## src/hw/rtl/isp_pkg.sv

```systemverilog
// Shared types, constants and helper functions for the integer stream profiler.
package isp_pkg;

  localparam int COUNT_BITS = 24;
  localparam int OUT_W      = 24;
  localparam int ELEM_W     = 64;
  localparam int ADDR_W     = 4;
  localparam int DATA_W     = 32;

  localparam logic [COUNT_BITS-1:0] CNT_MAX = {COUNT_BITS{1'b1}};
  localparam logic [OUT_W-1:0]      OUT_MAX = {OUT_W{1'b1}};

  // Register indexes, taken from paddr[3:2].
  typedef enum logic [1:0] {
    REG_WIDTH_CODE  = 2'd0,
    REG_SIGNED_MODE = 2'd1,
    REG_MSB_FIRST   = 2'd2
  } reg_idx_t;

  // Element width codes.
  typedef enum logic [1:0] {
    WIDTH_1B = 2'd0,
    WIDTH_2B = 2'd1,
    WIDTH_4B = 2'd2,
    WIDTH_8B = 2'd3
  } width_code_t;

  typedef struct packed {
    logic [1:0] width_code;
    logic       signed_mode;
    logic       msb_first;
  } cfg_t;

  typedef struct packed {
    logic [OUT_W-1:0]  element_count;
    logic [OUT_W-1:0]  zero_count;
    logic [OUT_W-1:0]  pair_count;
    logic [OUT_W-1:0]  rising_count;
    logic [OUT_W-1:0]  falling_count;
    logic [OUT_W-1:0]  run_count;
    logic [OUT_W-1:0]  longest_run;
    logic [ELEM_W-1:0] min_ordered;
    logic [ELEM_W-1:0] max_ordered;
    logic [ELEM_W-1:0] abs_delta;
    logic              delta_valid;
  } result_t;

  function automatic logic [COUNT_BITS-1:0] sat_inc(input logic [COUNT_BITS-1:0] v);
    sat_inc = (v == CNT_MAX) ? v : v + 1'b1;
  endfunction

  // Clamp a counter to the output width; works for counters narrower or wider.
  function automatic logic [OUT_W-1:0] clamp_out(input logic [COUNT_BITS-1:0] v);
    logic [COUNT_BITS-1:0] lim;
    lim = COUNT_BITS'(OUT_MAX);
    clamp_out = (v > lim) ? OUT_MAX : OUT_W'(v);
  endfunction

endpackage

```

## src/hw/rtl/isp_if.sv

```systemverilog
// Stream interfaces for the profiler's input items and result items.
interface isp_in_if;
  import isp_pkg::*;
  logic              valid;
  logic              ready;
  logic              cmd;
  logic [ELEM_W-1:0] element_bytes;
  logic              window_start;

  modport source (output valid, cmd, element_bytes, window_start, input ready);
  modport sink   (input valid, cmd, element_bytes, window_start, output ready);
endinterface

interface isp_out_if;
  import isp_pkg::*;
  logic              valid;
  logic              ready;
  logic [OUT_W-1:0]  element_count;
  logic [OUT_W-1:0]  zero_count;
  logic [OUT_W-1:0]  pair_count;
  logic [OUT_W-1:0]  rising_count;
  logic [OUT_W-1:0]  falling_count;
  logic [OUT_W-1:0]  run_count;
  logic [OUT_W-1:0]  longest_run;
  logic [ELEM_W-1:0] min_ordered;
  logic [ELEM_W-1:0] max_ordered;
  logic [ELEM_W-1:0] abs_delta;
  logic              delta_valid;

  modport source (output valid, element_count, zero_count, pair_count, rising_count,
                  falling_count, run_count, longest_run, min_ordered, max_ordered,
                  abs_delta, delta_valid, input ready);
  modport sink   (input valid, element_count, zero_count, pair_count, rising_count,
                  falling_count, run_count, longest_run, min_ordered, max_ordered,
                  abs_delta, delta_valid, output ready);
endinterface

```

## src/hw/rtl/integer_stream_profiler_core.sv

```systemverilog
// Top level of the integer stream profiler: input register, datapath and result handshake.
// Each result passes the input register, then the result register. Throughput: one element
// per cycle while results are taken; the input register and the result register form a
// two-stage pipeline, and statistics update in the second stage.
// Reset (synchronous, active high) clears all statistics, the window-open flag,
// the configuration registers and both pipeline valid flags.
module integer_stream_profiler_core (
  input  logic                        clk,
  input  logic                        rst,
  isp_in_if.sink                      items,
  isp_out_if.source                   results,
  input  logic                        psel,
  input  logic                        penable,
  input  logic                        pwrite,
  input  logic [isp_pkg::ADDR_W-1:0]  paddr,
  input  logic [isp_pkg::DATA_W-1:0]  pwdata,
  output logic [isp_pkg::DATA_W-1:0]  prdata,
  output logic                        pready
);
  import isp_pkg::*;

  cfg_t              cfg;
  result_t           result;
  logic              in_valid;
  logic              in_cmd;
  logic              in_window_start;
  logic [ELEM_W-1:0] in_bytes;
  logic              out_valid;
  logic              advance;
  logic              load;
  logic [ELEM_W-1:0] ordered;
  logic              is_zero;

  // The result register frees up whenever it is empty or being taken.
  assign advance     = !out_valid || results.ready;
  assign load        = in_valid && advance;
  assign items.ready = !in_valid || advance;

  always_ff @(posedge clk) begin
    if (rst) begin
      in_valid  <= 1'b0;
      out_valid <= 1'b0;
    end else begin
      if (items.ready) in_valid <= items.valid;
      if (advance) out_valid <= in_valid;
    end
  end

  always_ff @(posedge clk) begin
    if (items.valid && items.ready) begin
      in_cmd          <= items.cmd;
      in_window_start <= items.window_start;
      in_bytes        <= items.element_bytes;
    end
  end

  isp_cfg u_cfg (
    .clk     (clk),
    .rst     (rst),
    .psel    (psel),
    .penable (penable),
    .pwrite  (pwrite),
    .paddr   (paddr),
    .pwdata  (pwdata),
    .prdata  (prdata),
    .pready  (pready),
    .cfg     (cfg)
  );

  isp_order u_order (
    .cfg           (cfg),
    .element_bytes (in_bytes),
    .ordered       (ordered),
    .is_zero       (is_zero)
  );

  isp_stats u_stats (
    .clk          (clk),
    .rst          (rst),
    .load         (load),
    .cmd          (in_cmd),
    .window_start (in_window_start),
    .ordered      (ordered),
    .is_zero      (is_zero),
    .result       (result)
  );

  assign results.valid         = out_valid;
  assign results.element_count = result.element_count;
  assign results.zero_count    = result.zero_count;
  assign results.pair_count    = result.pair_count;
  assign results.rising_count  = result.rising_count;
  assign results.falling_count = result.falling_count;
  assign results.run_count     = result.run_count;
  assign results.longest_run   = result.longest_run;
  assign results.min_ordered   = result.min_ordered;
  assign results.max_ordered   = result.max_ordered;
  assign results.abs_delta     = result.abs_delta;
  assign results.delta_valid   = result.delta_valid;

  a_load_fills_out: assert property (@(posedge clk) disable iff (rst)
    load |=> out_valid)
    else $error("result register not filled after load");

  a_stall_holds_input: assert property (@(posedge clk) disable iff (rst)
    in_valid && !advance |=> in_valid && $stable(in_bytes) && $stable(in_cmd))
    else $error("input register changed while stalled");

  a_empty_takes: assert property (@(posedge clk) disable iff (rst)
    !in_valid |-> items.ready)
    else $error("empty input register refused a transaction");

endmodule

```

## src/hw/rtl/isp_cfg.sv

```systemverilog
// APB register file holding element width, signedness and byte order.
module isp_cfg (
  input  logic                        clk,
  input  logic                        rst,
  input  logic                        psel,
  input  logic                        penable,
  input  logic                        pwrite,
  input  logic [isp_pkg::ADDR_W-1:0]  paddr,
  input  logic [isp_pkg::DATA_W-1:0]  pwdata,
  output logic [isp_pkg::DATA_W-1:0]  prdata,
  output logic                        pready,
  output isp_pkg::cfg_t               cfg
);
  import isp_pkg::*;

  logic     wr_en;
  reg_idx_t idx;

  assign pready = 1'b1;
  assign wr_en  = psel && penable && pwrite;
  assign idx    = reg_idx_t'(paddr[3:2]);

  always_ff @(posedge clk) begin
    if (rst) begin
      cfg <= '0;
    end else if (wr_en) begin
      unique case (idx)
        REG_WIDTH_CODE:  cfg.width_code  <= pwdata[1:0];
        REG_SIGNED_MODE: cfg.signed_mode <= pwdata[0];
        REG_MSB_FIRST:   cfg.msb_first   <= pwdata[0];
        default: ;
      endcase
    end
  end

  always_comb begin
    prdata = '0;
    unique case (idx)
      REG_WIDTH_CODE:  prdata = DATA_W'(cfg.width_code);
      REG_SIGNED_MODE: prdata = DATA_W'(cfg.signed_mode);
      REG_MSB_FIRST:   prdata = DATA_W'(cfg.msb_first);
      default:         prdata = '0;
    endcase
  end

endmodule

```

## src/hw/rtl/isp_order.sv

```systemverilog
// Assembles an element from its stream bytes and maps it to an ordered value.
module isp_order (
  input  isp_pkg::cfg_t               cfg,
  input  logic [isp_pkg::ELEM_W-1:0]  element_bytes,
  output logic [isp_pkg::ELEM_W-1:0]  ordered,
  output logic                        is_zero
);
  import isp_pkg::*;

  logic [ELEM_W-1:0] rev;
  logic [ELEM_W-1:0] mask;
  logic [ELEM_W-1:0] sign_bit;
  logic [5:0]        shamt;
  logic [ELEM_W-1:0] bits;

  always_comb begin
    for (int j = 0; j < 8; j++) begin
      rev[8*j +: 8] = element_bytes[8*(7-j) +: 8];
    end
    unique case (width_code_t'(cfg.width_code))
      WIDTH_1B: begin
        mask = 64'h0000_0000_0000_00FF; sign_bit = 64'h0000_0000_0000_0080; shamt = 6'd56;
      end
      WIDTH_2B: begin
        mask = 64'h0000_0000_0000_FFFF; sign_bit = 64'h0000_0000_0000_8000; shamt = 6'd48;
      end
      WIDTH_4B: begin
        mask = 64'h0000_0000_FFFF_FFFF; sign_bit = 64'h0000_0000_8000_0000; shamt = 6'd32;
      end
      WIDTH_8B: begin
        mask = 64'hFFFF_FFFF_FFFF_FFFF; sign_bit = 64'h8000_0000_0000_0000; shamt = 6'd0;
      end
      default: begin
        mask = '1; sign_bit = '0; shamt = 6'd0;
      end
    endcase
    // Reversing all eight bytes and shifting down leaves stream byte 0 on top.
    bits    = cfg.msb_first ? (rev >> shamt) : (element_bytes & mask);
    is_zero = (bits == '0);
    ordered = cfg.signed_mode ? (bits ^ sign_bit) : bits;
  end

endmodule

```

## src/hw/rtl/isp_stats.sv

```systemverilog
// Running statistics state and the result register.
module isp_stats (
  input  logic                        clk,
  input  logic                        rst,
  input  logic                        load,
  input  logic                        cmd,
  input  logic                        window_start,
  input  logic [isp_pkg::ELEM_W-1:0]  ordered,
  input  logic                        is_zero,
  output isp_pkg::result_t            result
);
  import isp_pkg::*;

  logic [ELEM_W-1:0]     previous_ordered, previous_ordered_next;
  logic [COUNT_BITS-1:0] current_run, current_run_next;
  logic [COUNT_BITS-1:0] count_elements, count_elements_next;
  logic [COUNT_BITS-1:0] count_zeros, count_zeros_next;
  logic [COUNT_BITS-1:0] count_pairs, count_pairs_next;
  logic [COUNT_BITS-1:0] count_rising, count_rising_next;
  logic [COUNT_BITS-1:0] count_falling, count_falling_next;
  logic [COUNT_BITS-1:0] count_runs, count_runs_next;
  logic [COUNT_BITS-1:0] best_run, best_run_next;
  logic [ELEM_W-1:0]     low_mark, low_mark_next;
  logic [ELEM_W-1:0]     high_mark, high_mark_next;
  logic                  window_open, window_open_next;

  logic                  start, ge, le;
  logic [ELEM_W-1:0]     diff, delta;
  logic                  dvalid;
  logic [COUNT_BITS-1:0] run_step;

  always_comb begin
    start    = window_start || !window_open;
    ge       = ordered >= previous_ordered;
    le       = ordered <= previous_ordered;
    diff     = ge ? (ordered - previous_ordered) : (previous_ordered - ordered);
    run_step = (start || (ordered != previous_ordered)) ? COUNT_BITS'(1) : sat_inc(current_run);

    previous_ordered_next = previous_ordered;
    current_run_next      = current_run;
    count_elements_next   = count_elements;
    count_zeros_next      = count_zeros;
    count_pairs_next      = count_pairs;
    count_rising_next     = count_rising;
    count_falling_next    = count_falling;
    count_runs_next       = count_runs;
    best_run_next         = best_run;
    low_mark_next         = low_mark;
    high_mark_next        = high_mark;
    window_open_next      = window_open;
    delta                 = '0;
    dvalid                = 1'b0;

    if (cmd) begin
      previous_ordered_next = '0;
      current_run_next      = '0;
      count_elements_next   = '0;
      count_zeros_next      = '0;
      count_pairs_next      = '0;
      count_rising_next     = '0;
      count_falling_next    = '0;
      count_runs_next       = '0;
      best_run_next         = '0;
      low_mark_next         = '1;
      high_mark_next        = '0;
      window_open_next      = 1'b0;
    end else begin
      count_elements_next = sat_inc(count_elements);
      if (is_zero) count_zeros_next = sat_inc(count_zeros);
      if (ordered < low_mark) low_mark_next = ordered;
      if (ordered > high_mark) high_mark_next = ordered;
      if (!start) begin
        count_pairs_next = sat_inc(count_pairs);
        if (ge) count_rising_next = sat_inc(count_rising);
        if (le) count_falling_next = sat_inc(count_falling);
        delta  = diff;
        dvalid = 1'b1;
      end
      if (start || (ordered != previous_ordered)) count_runs_next = sat_inc(count_runs);
      current_run_next      = run_step;
      best_run_next         = (run_step > best_run) ? run_step : best_run;
      previous_ordered_next = ordered;
      window_open_next      = 1'b1;
    end
  end

  always_ff @(posedge clk) begin
    if (rst) begin
      previous_ordered <= '0;
      current_run      <= '0;
      count_elements   <= '0;
      count_zeros      <= '0;
      count_pairs      <= '0;
      count_rising     <= '0;
      count_falling    <= '0;
      count_runs       <= '0;
      best_run         <= '0;
      low_mark         <= '1;
      high_mark        <= '0;
      window_open      <= 1'b0;
    end else if (load) begin
      previous_ordered <= previous_ordered_next;
      current_run      <= current_run_next;
      count_elements   <= count_elements_next;
      count_zeros      <= count_zeros_next;
      count_pairs      <= count_pairs_next;
      count_rising     <= count_rising_next;
      count_falling    <= count_falling_next;
      count_runs       <= count_runs_next;
      best_run         <= best_run_next;
      low_mark         <= low_mark_next;
      high_mark        <= high_mark_next;
      window_open      <= window_open_next;
    end
  end

  always_ff @(posedge clk) begin
    if (load) begin
      result.element_count <= clamp_out(count_elements_next);
      result.zero_count    <= clamp_out(count_zeros_next);
      result.pair_count    <= clamp_out(count_pairs_next);
      result.rising_count  <= clamp_out(count_rising_next);
      result.falling_count <= clamp_out(count_falling_next);
      result.run_count     <= clamp_out(count_runs_next);
      result.longest_run   <= clamp_out(best_run_next);
      result.min_ordered   <= low_mark_next;
      result.max_ordered   <= high_mark_next;
      result.abs_delta     <= delta;
      result.delta_valid   <= dvalid;
    end
  end

  a_clear_empties: assert property (@(posedge clk) disable iff (rst)
    load && cmd |=> (count_elements == '0) && !window_open)
    else $error("clear transaction left statistics behind");

  a_best_covers_run: assert property (@(posedge clk) disable iff (rst)
    best_run >= current_run)
    else $error("longest run below current run");

  a_min_le_max: assert property (@(posedge clk) disable iff (rst)
    (count_elements != '0) |-> (low_mark <= high_mark))
    else $error("minimum above maximum after elements seen");

  a_runs_bounded: assert property (@(posedge clk) disable iff (rst)
    (count_runs <= count_elements) && (count_pairs <= count_elements))
    else $error("run or pair count exceeds element count");

  a_open_has_run: assert property (@(posedge clk) disable iff (rst)
    window_open |-> (current_run != '0) && (count_elements != '0))
    else $error("open window without a run");

endmodule
```

## src/flat_wrapper.sv

```systemverilog
// flat-port wrapper written by rule: the top's interface ports become plain ports
module integer_stream_profiler_core_flat import isp_pkg::*;
  (clk, rst, psel, penable, pwrite, paddr, pwdata, prdata, pready, items_valid, items_cmd, items_element_bytes, items_window_start, items_ready, results_valid, results_element_count, results_zero_count, results_pair_count, results_rising_count, results_falling_count, results_run_count, results_longest_run, results_min_ordered, results_max_ordered, results_abs_delta, results_delta_valid, results_ready);
  isp_in_if items_i ();
  isp_out_if results_i ();
  input  logic clk;
  input  logic rst;
  input  logic psel;
  input  logic penable;
  input  logic pwrite;
  input  logic [isp_pkg::ADDR_W-1:0] paddr;
  input  logic [isp_pkg::DATA_W-1:0] pwdata;
  output logic [isp_pkg::DATA_W-1:0] prdata;
  output logic pready;
  input wire logic [$bits(items_i.valid)-1:0] items_valid;
  input wire logic [$bits(items_i.cmd)-1:0] items_cmd;
  input wire logic [$bits(items_i.element_bytes)-1:0] items_element_bytes;
  input wire logic [$bits(items_i.window_start)-1:0] items_window_start;
  output wire logic [$bits(items_i.ready)-1:0] items_ready;
  output wire logic [$bits(results_i.valid)-1:0] results_valid;
  output wire logic [$bits(results_i.element_count)-1:0] results_element_count;
  output wire logic [$bits(results_i.zero_count)-1:0] results_zero_count;
  output wire logic [$bits(results_i.pair_count)-1:0] results_pair_count;
  output wire logic [$bits(results_i.rising_count)-1:0] results_rising_count;
  output wire logic [$bits(results_i.falling_count)-1:0] results_falling_count;
  output wire logic [$bits(results_i.run_count)-1:0] results_run_count;
  output wire logic [$bits(results_i.longest_run)-1:0] results_longest_run;
  output wire logic [$bits(results_i.min_ordered)-1:0] results_min_ordered;
  output wire logic [$bits(results_i.max_ordered)-1:0] results_max_ordered;
  output wire logic [$bits(results_i.abs_delta)-1:0] results_abs_delta;
  output wire logic [$bits(results_i.delta_valid)-1:0] results_delta_valid;
  input wire logic [$bits(results_i.ready)-1:0] results_ready;
  assign items_i.valid = items_valid;
  assign items_i.cmd = items_cmd;
  assign items_i.element_bytes = items_element_bytes;
  assign items_i.window_start = items_window_start;
  assign items_ready = items_i.ready;
  assign results_valid = results_i.valid;
  assign results_element_count = results_i.element_count;
  assign results_zero_count = results_i.zero_count;
  assign results_pair_count = results_i.pair_count;
  assign results_rising_count = results_i.rising_count;
  assign results_falling_count = results_i.falling_count;
  assign results_run_count = results_i.run_count;
  assign results_longest_run = results_i.longest_run;
  assign results_min_ordered = results_i.min_ordered;
  assign results_max_ordered = results_i.max_ordered;
  assign results_abs_delta = results_i.abs_delta;
  assign results_delta_valid = results_i.delta_valid;
  assign results_i.ready = results_ready;
  integer_stream_profiler_core u_core (.clk(clk), .rst(rst), .items(items_i), .results(results_i), .psel(psel), .penable(penable), .pwrite(pwrite), .paddr(paddr), .pwdata(pwdata), .prdata(prdata), .pready(pready));
endmodule
```

## config.mk

```make
export PLATFORM = sky130hd
export DESIGN_NAME = integer_stream_profiler_core_flat
export DESIGN_NICKNAME = d
export VERILOG_FILES = /design/src/hw/rtl/isp_pkg.sv /design/src/hw/rtl/isp_if.sv /design/src/hw/rtl/integer_stream_profiler_core.sv /design/src/hw/rtl/isp_cfg.sv /design/src/hw/rtl/isp_order.sv /design/src/hw/rtl/isp_stats.sv /design/src/flat_wrapper.sv
export SDC_FILE = /design/constraint.sdc
export NUM_CORES = 2
export LEC_CHECK = 0
export ABC_AREA = 1
export BUFFER_PORTS_ARGS = -buffer_cell sky130_fd_sc_hd__buf_4
export CAP_MARGIN = 25
export CORE_MARGIN = 1.5
export CORE_UTILIZATION = 40
export CTS_CLUSTER_DIAMETER = 150
export DETAILED_ROUTE_END_ITERATION = 6
export PLACE_DENSITY_LB_ADDON = 0.25
export SETUP_SLACK_MARGIN = 0.5
export SLEW_MARGIN = 20
export SYNTH_ARGS = -nofsm -noshare
export SYNTH_HDL_FRONTEND = slang
export SYNTH_HIERARCHICAL = 1
export SYNTH_SLANG_ARGS = --single-unit
export TNS_END_PERCENT = 5
```

## constraint.sdc

```tcl
create_clock -name clk -period 27 [get_ports clk]
set_clock_uncertainty 0.2 [all_clocks]
set_input_delay 5.4 -clock clk [delete_from_list [all_inputs] [get_ports clk]]
set_output_delay 5.4 -clock clk [all_outputs]
set_load 0.01 [all_outputs]
```

==> impl_metrics.csv <==
group,metric,value,unit
floorplan,coreArea,128000,um2
pwr,p_leak,28.0,nW
drt,ant_nets,0,
critical_path,path_common_cell,"buf_4",
pwr,power,3.24,mW
layout,fin_nets,7831,
sta,fin_crit_sh,43.0,%
floorplan,start_util,40.4,%
synth,yosys_warnings,6,
layout,final_cell_mix,"1634 x nand2_1, 1045 x inv_1, 745 x a21oi_1",
floorplan,fp-row-count,131,
place,dp_hpwl,139000,um
sta,finalSetupViolCount,0,
critical_path,cp.arrival,6010,ps
sta,tns,0,ps
clock_tree,ctsHoldBuffers,0,
global_routing,grt_pass1_vias,45000,
drt,first_pass_iters,7,
drt,wl_per_cell,20.1,um
drt,highest_layer,"met4",
sta,fin_crit,11610,ps
clock_tree,cts_tree,"yes",
clock_tree,worstSkewPairLatency,730,ps
place,post-place-cells,9000,
floorplan,die_h,362,um
clock_tree,path_clk_slew,60,ps
critical_path,path_max_fanout,3,
drt,drtIter0Drc,4931,
sta,rsz0062_at_grt,"false",
drt,wl_met2,79300,um
flow_run,maxCapViolCount,0,
critical_path,crit_path_end_kind,"output port",
critical_path,max_stage_delay,180,ps
critical_path,required,21400,ps
floorplan,die_w,362,um
floorplan,dieArea,131000,um2
layout,stdcell_count,9180,
layout,area_delta_synth_final,14.8,%
synth,synth_cells,7145,
floorplan,io-pin-count,505,
clock_tree,cts_resized,0,
synth,ys_seq_elements,818,
global_routing,antenna_found_initial,4,
drt,drc,0,
pwr,vdd.ir_drop.worst,0.0589,mV
drt,viasPerCell,5.38,
drt,wl_met1,84200,um
synth,yosysUniqueCellTypes,60,
synth,synth_enable_flop_cells,427,
clock_tree,ctsLongestPathBuffers,3,
clock_tree,numCtsBuffers,94,
synth,synth_top_cell_by_area,"edfxtp_1",
clock_tree,post_cts_buffers,0,
layout,drive_above_1_share,10.2,%
clock_tree,h-tree-depth,3,
outcome,status,"completed",
synth,synth_area,51500,um2
global_routing,grt_max_degree,133,
layout,final_util,46.3,%
synth,synth_ff_type,"edfxtp_1",
place,portBuffers,441,
layout,final_common_cell,"nand2_1",
synth,synth-async-reset-ratio,0,%
clock_tree,clockRootBuffer,"clkbuf_16",
critical_path,path_cells,"buf_4, nor2_1, nand2_1, nand3_1, buf_4",
sta,hold_viol,0,
synth,synth_top_area_share,24.9,%
sta,tightest_slew,1060,ps
synth,yosysSeqAreaShare,40.1,%
critical_path,worstSetupPathType,"input pin to output port",
sta,fmax,86.1,MHz
hold_path,hold_class,"flip-flop to flip-flop",
global_routing,overflow,0,
global_routing,grt_pass1_wl,274000,um
clock_tree,cts.sinks,818,
drt,vias,49400,
synth,synth_area_leaders,"edfxtp_1 25%, dfxtp_1 15%, nand2_1 12%",
global_routing,track_usage,27.1,%
drt,wl_met3,13900,um
place,dpl_worst_slack,15410,ps
critical_path,slowest_stage,"nor2_1",
sta,maxSlewHeadroom,29.2,%
synth,syn_area_per_cell,7.21,um2
sta,timing.final.ws_setup,15390,ps
drt,totalWireLength,184000,um
place,gp_congestion,1.03,
sta,slew_viol_final,0,
critical_path,startpoint_type,"input pin",
pwr,powerDensity,54.8,nW/um2
-- per-layer routing --
layer | up-vias | GRT usage, %
met5 | - | 0
li1 | 24000 | -
met3 | 278 | 4.15
met4 | 0 | 9.45
met1 | 23200 | 39.2
met2 | 1861 | 40.9
-- Yosys cell counts, types with 11 or more instances --
cell type,count
inv_2,20
buf_2,41
o211ai_1,32
nor3_1,100
nor2_2,14
xnor2_1,20
ha_1,285
clkbuf_1,209
clkbuf_2,12
nor2_1,540
dfxtp_1,391
inv_1,1049
o21ai_1,25
nand4_1,128
xor2_1,81
a21o_1,19
buf_1,25
o21ai_0,430
nand3b_1,16
buf_4,45
nand2_2,23
a21oi_1,747
nand2_1,1638
nor4_1,23
nand3_1,642
or2_2,17
edfxtp_1,427
o21bai_1,35
a22oi_1,11
o21a_1,12
-- report_power, final --
group,total (mW),internal (mW),switching [mW]
Combinational,0.514,0.160,0.355
Clock,1.31,0.740,0.569
Sequential,1.42,1.38,0.0442
-- worst paths after layout --
check | start | to | slack [ps] | cells past startpoint
hold reg to reg | u_core/u_stats/previous_ordered[63]$_SDFFE_PP0P_ | u_core/u_stats/previous_ordered[63]$_SDFFE_PP0P_ | 270 | 2
setup reg to reg | u_core/u_cfg/cfg[3]$_SDFFE_PP0P_ | u_core/u_stats/result[216]$_SDFFCE_PN1P_ | 19230 | 33
hold / removal | u_core/u_stats/previous_ordered[63]$_SDFFE_PP0P_ | u_core/u_stats/previous_ordered[63]$_SDFFE_PP0P_ | 270 | 2
setup / recovery | paddr[3] | prdata[0] | 15390 | 5
-- cell type report --
cell class / instances / area [um2]
multi-input combinational: 4945 / 25400
clock buffer: 114 / 2440
timing repair buffer: 505 / 3830
inverter: 1071 / 4040
sequential: 818 / 20700
tap: 1662 / 2080
fill: 13000 / 68500
clock inverter: 64 / 694
antenna: 1 / 2.50
-- through the flow --
| step | hold slack (ps) | instance area [um2] |
|---|---|---|
| final | 266 | 59200 |
| after global routing | 292 | 59100 |
| after CTS | 268 | 59100 |
| after detailed placement | 259 | 56000 |
| after global placement | 252 | 56000 |
| after floorplan | 245 | 51600 |
-- critical path: cells and delay by family --
kind | cells | cell delay [ps]
buffers and inverters | 2 | 260
AND/OR/NAND/NOR | 3 | 360
-- flip-flops by register name, indices dropped and copies added, names as in the netlist, 64 cells and up --
| register | count |
|---|---|
| u_core/u_stats/previous_ordered | 64 |
| u_core/u_stats/low_mark | 64 |
| u_core/u_stats/result | 361 |
| u_core/u_stats/high_mark | 64 |
| u_core/in_bytes | 64 |
-- logic make-up after synthesis --
family	synth area share, %
multiplexers	0.0194
flip-flops	40.1
XOR/XNOR	1.72
AND/OR/NAND/NOR	26.5
adder cells (fa/ha/maj)	7.00
other	0.0146
AO/OA/AOI/OAI	13.8
buffers and inverters	10.9
Power figures use the tool's default switching activity.
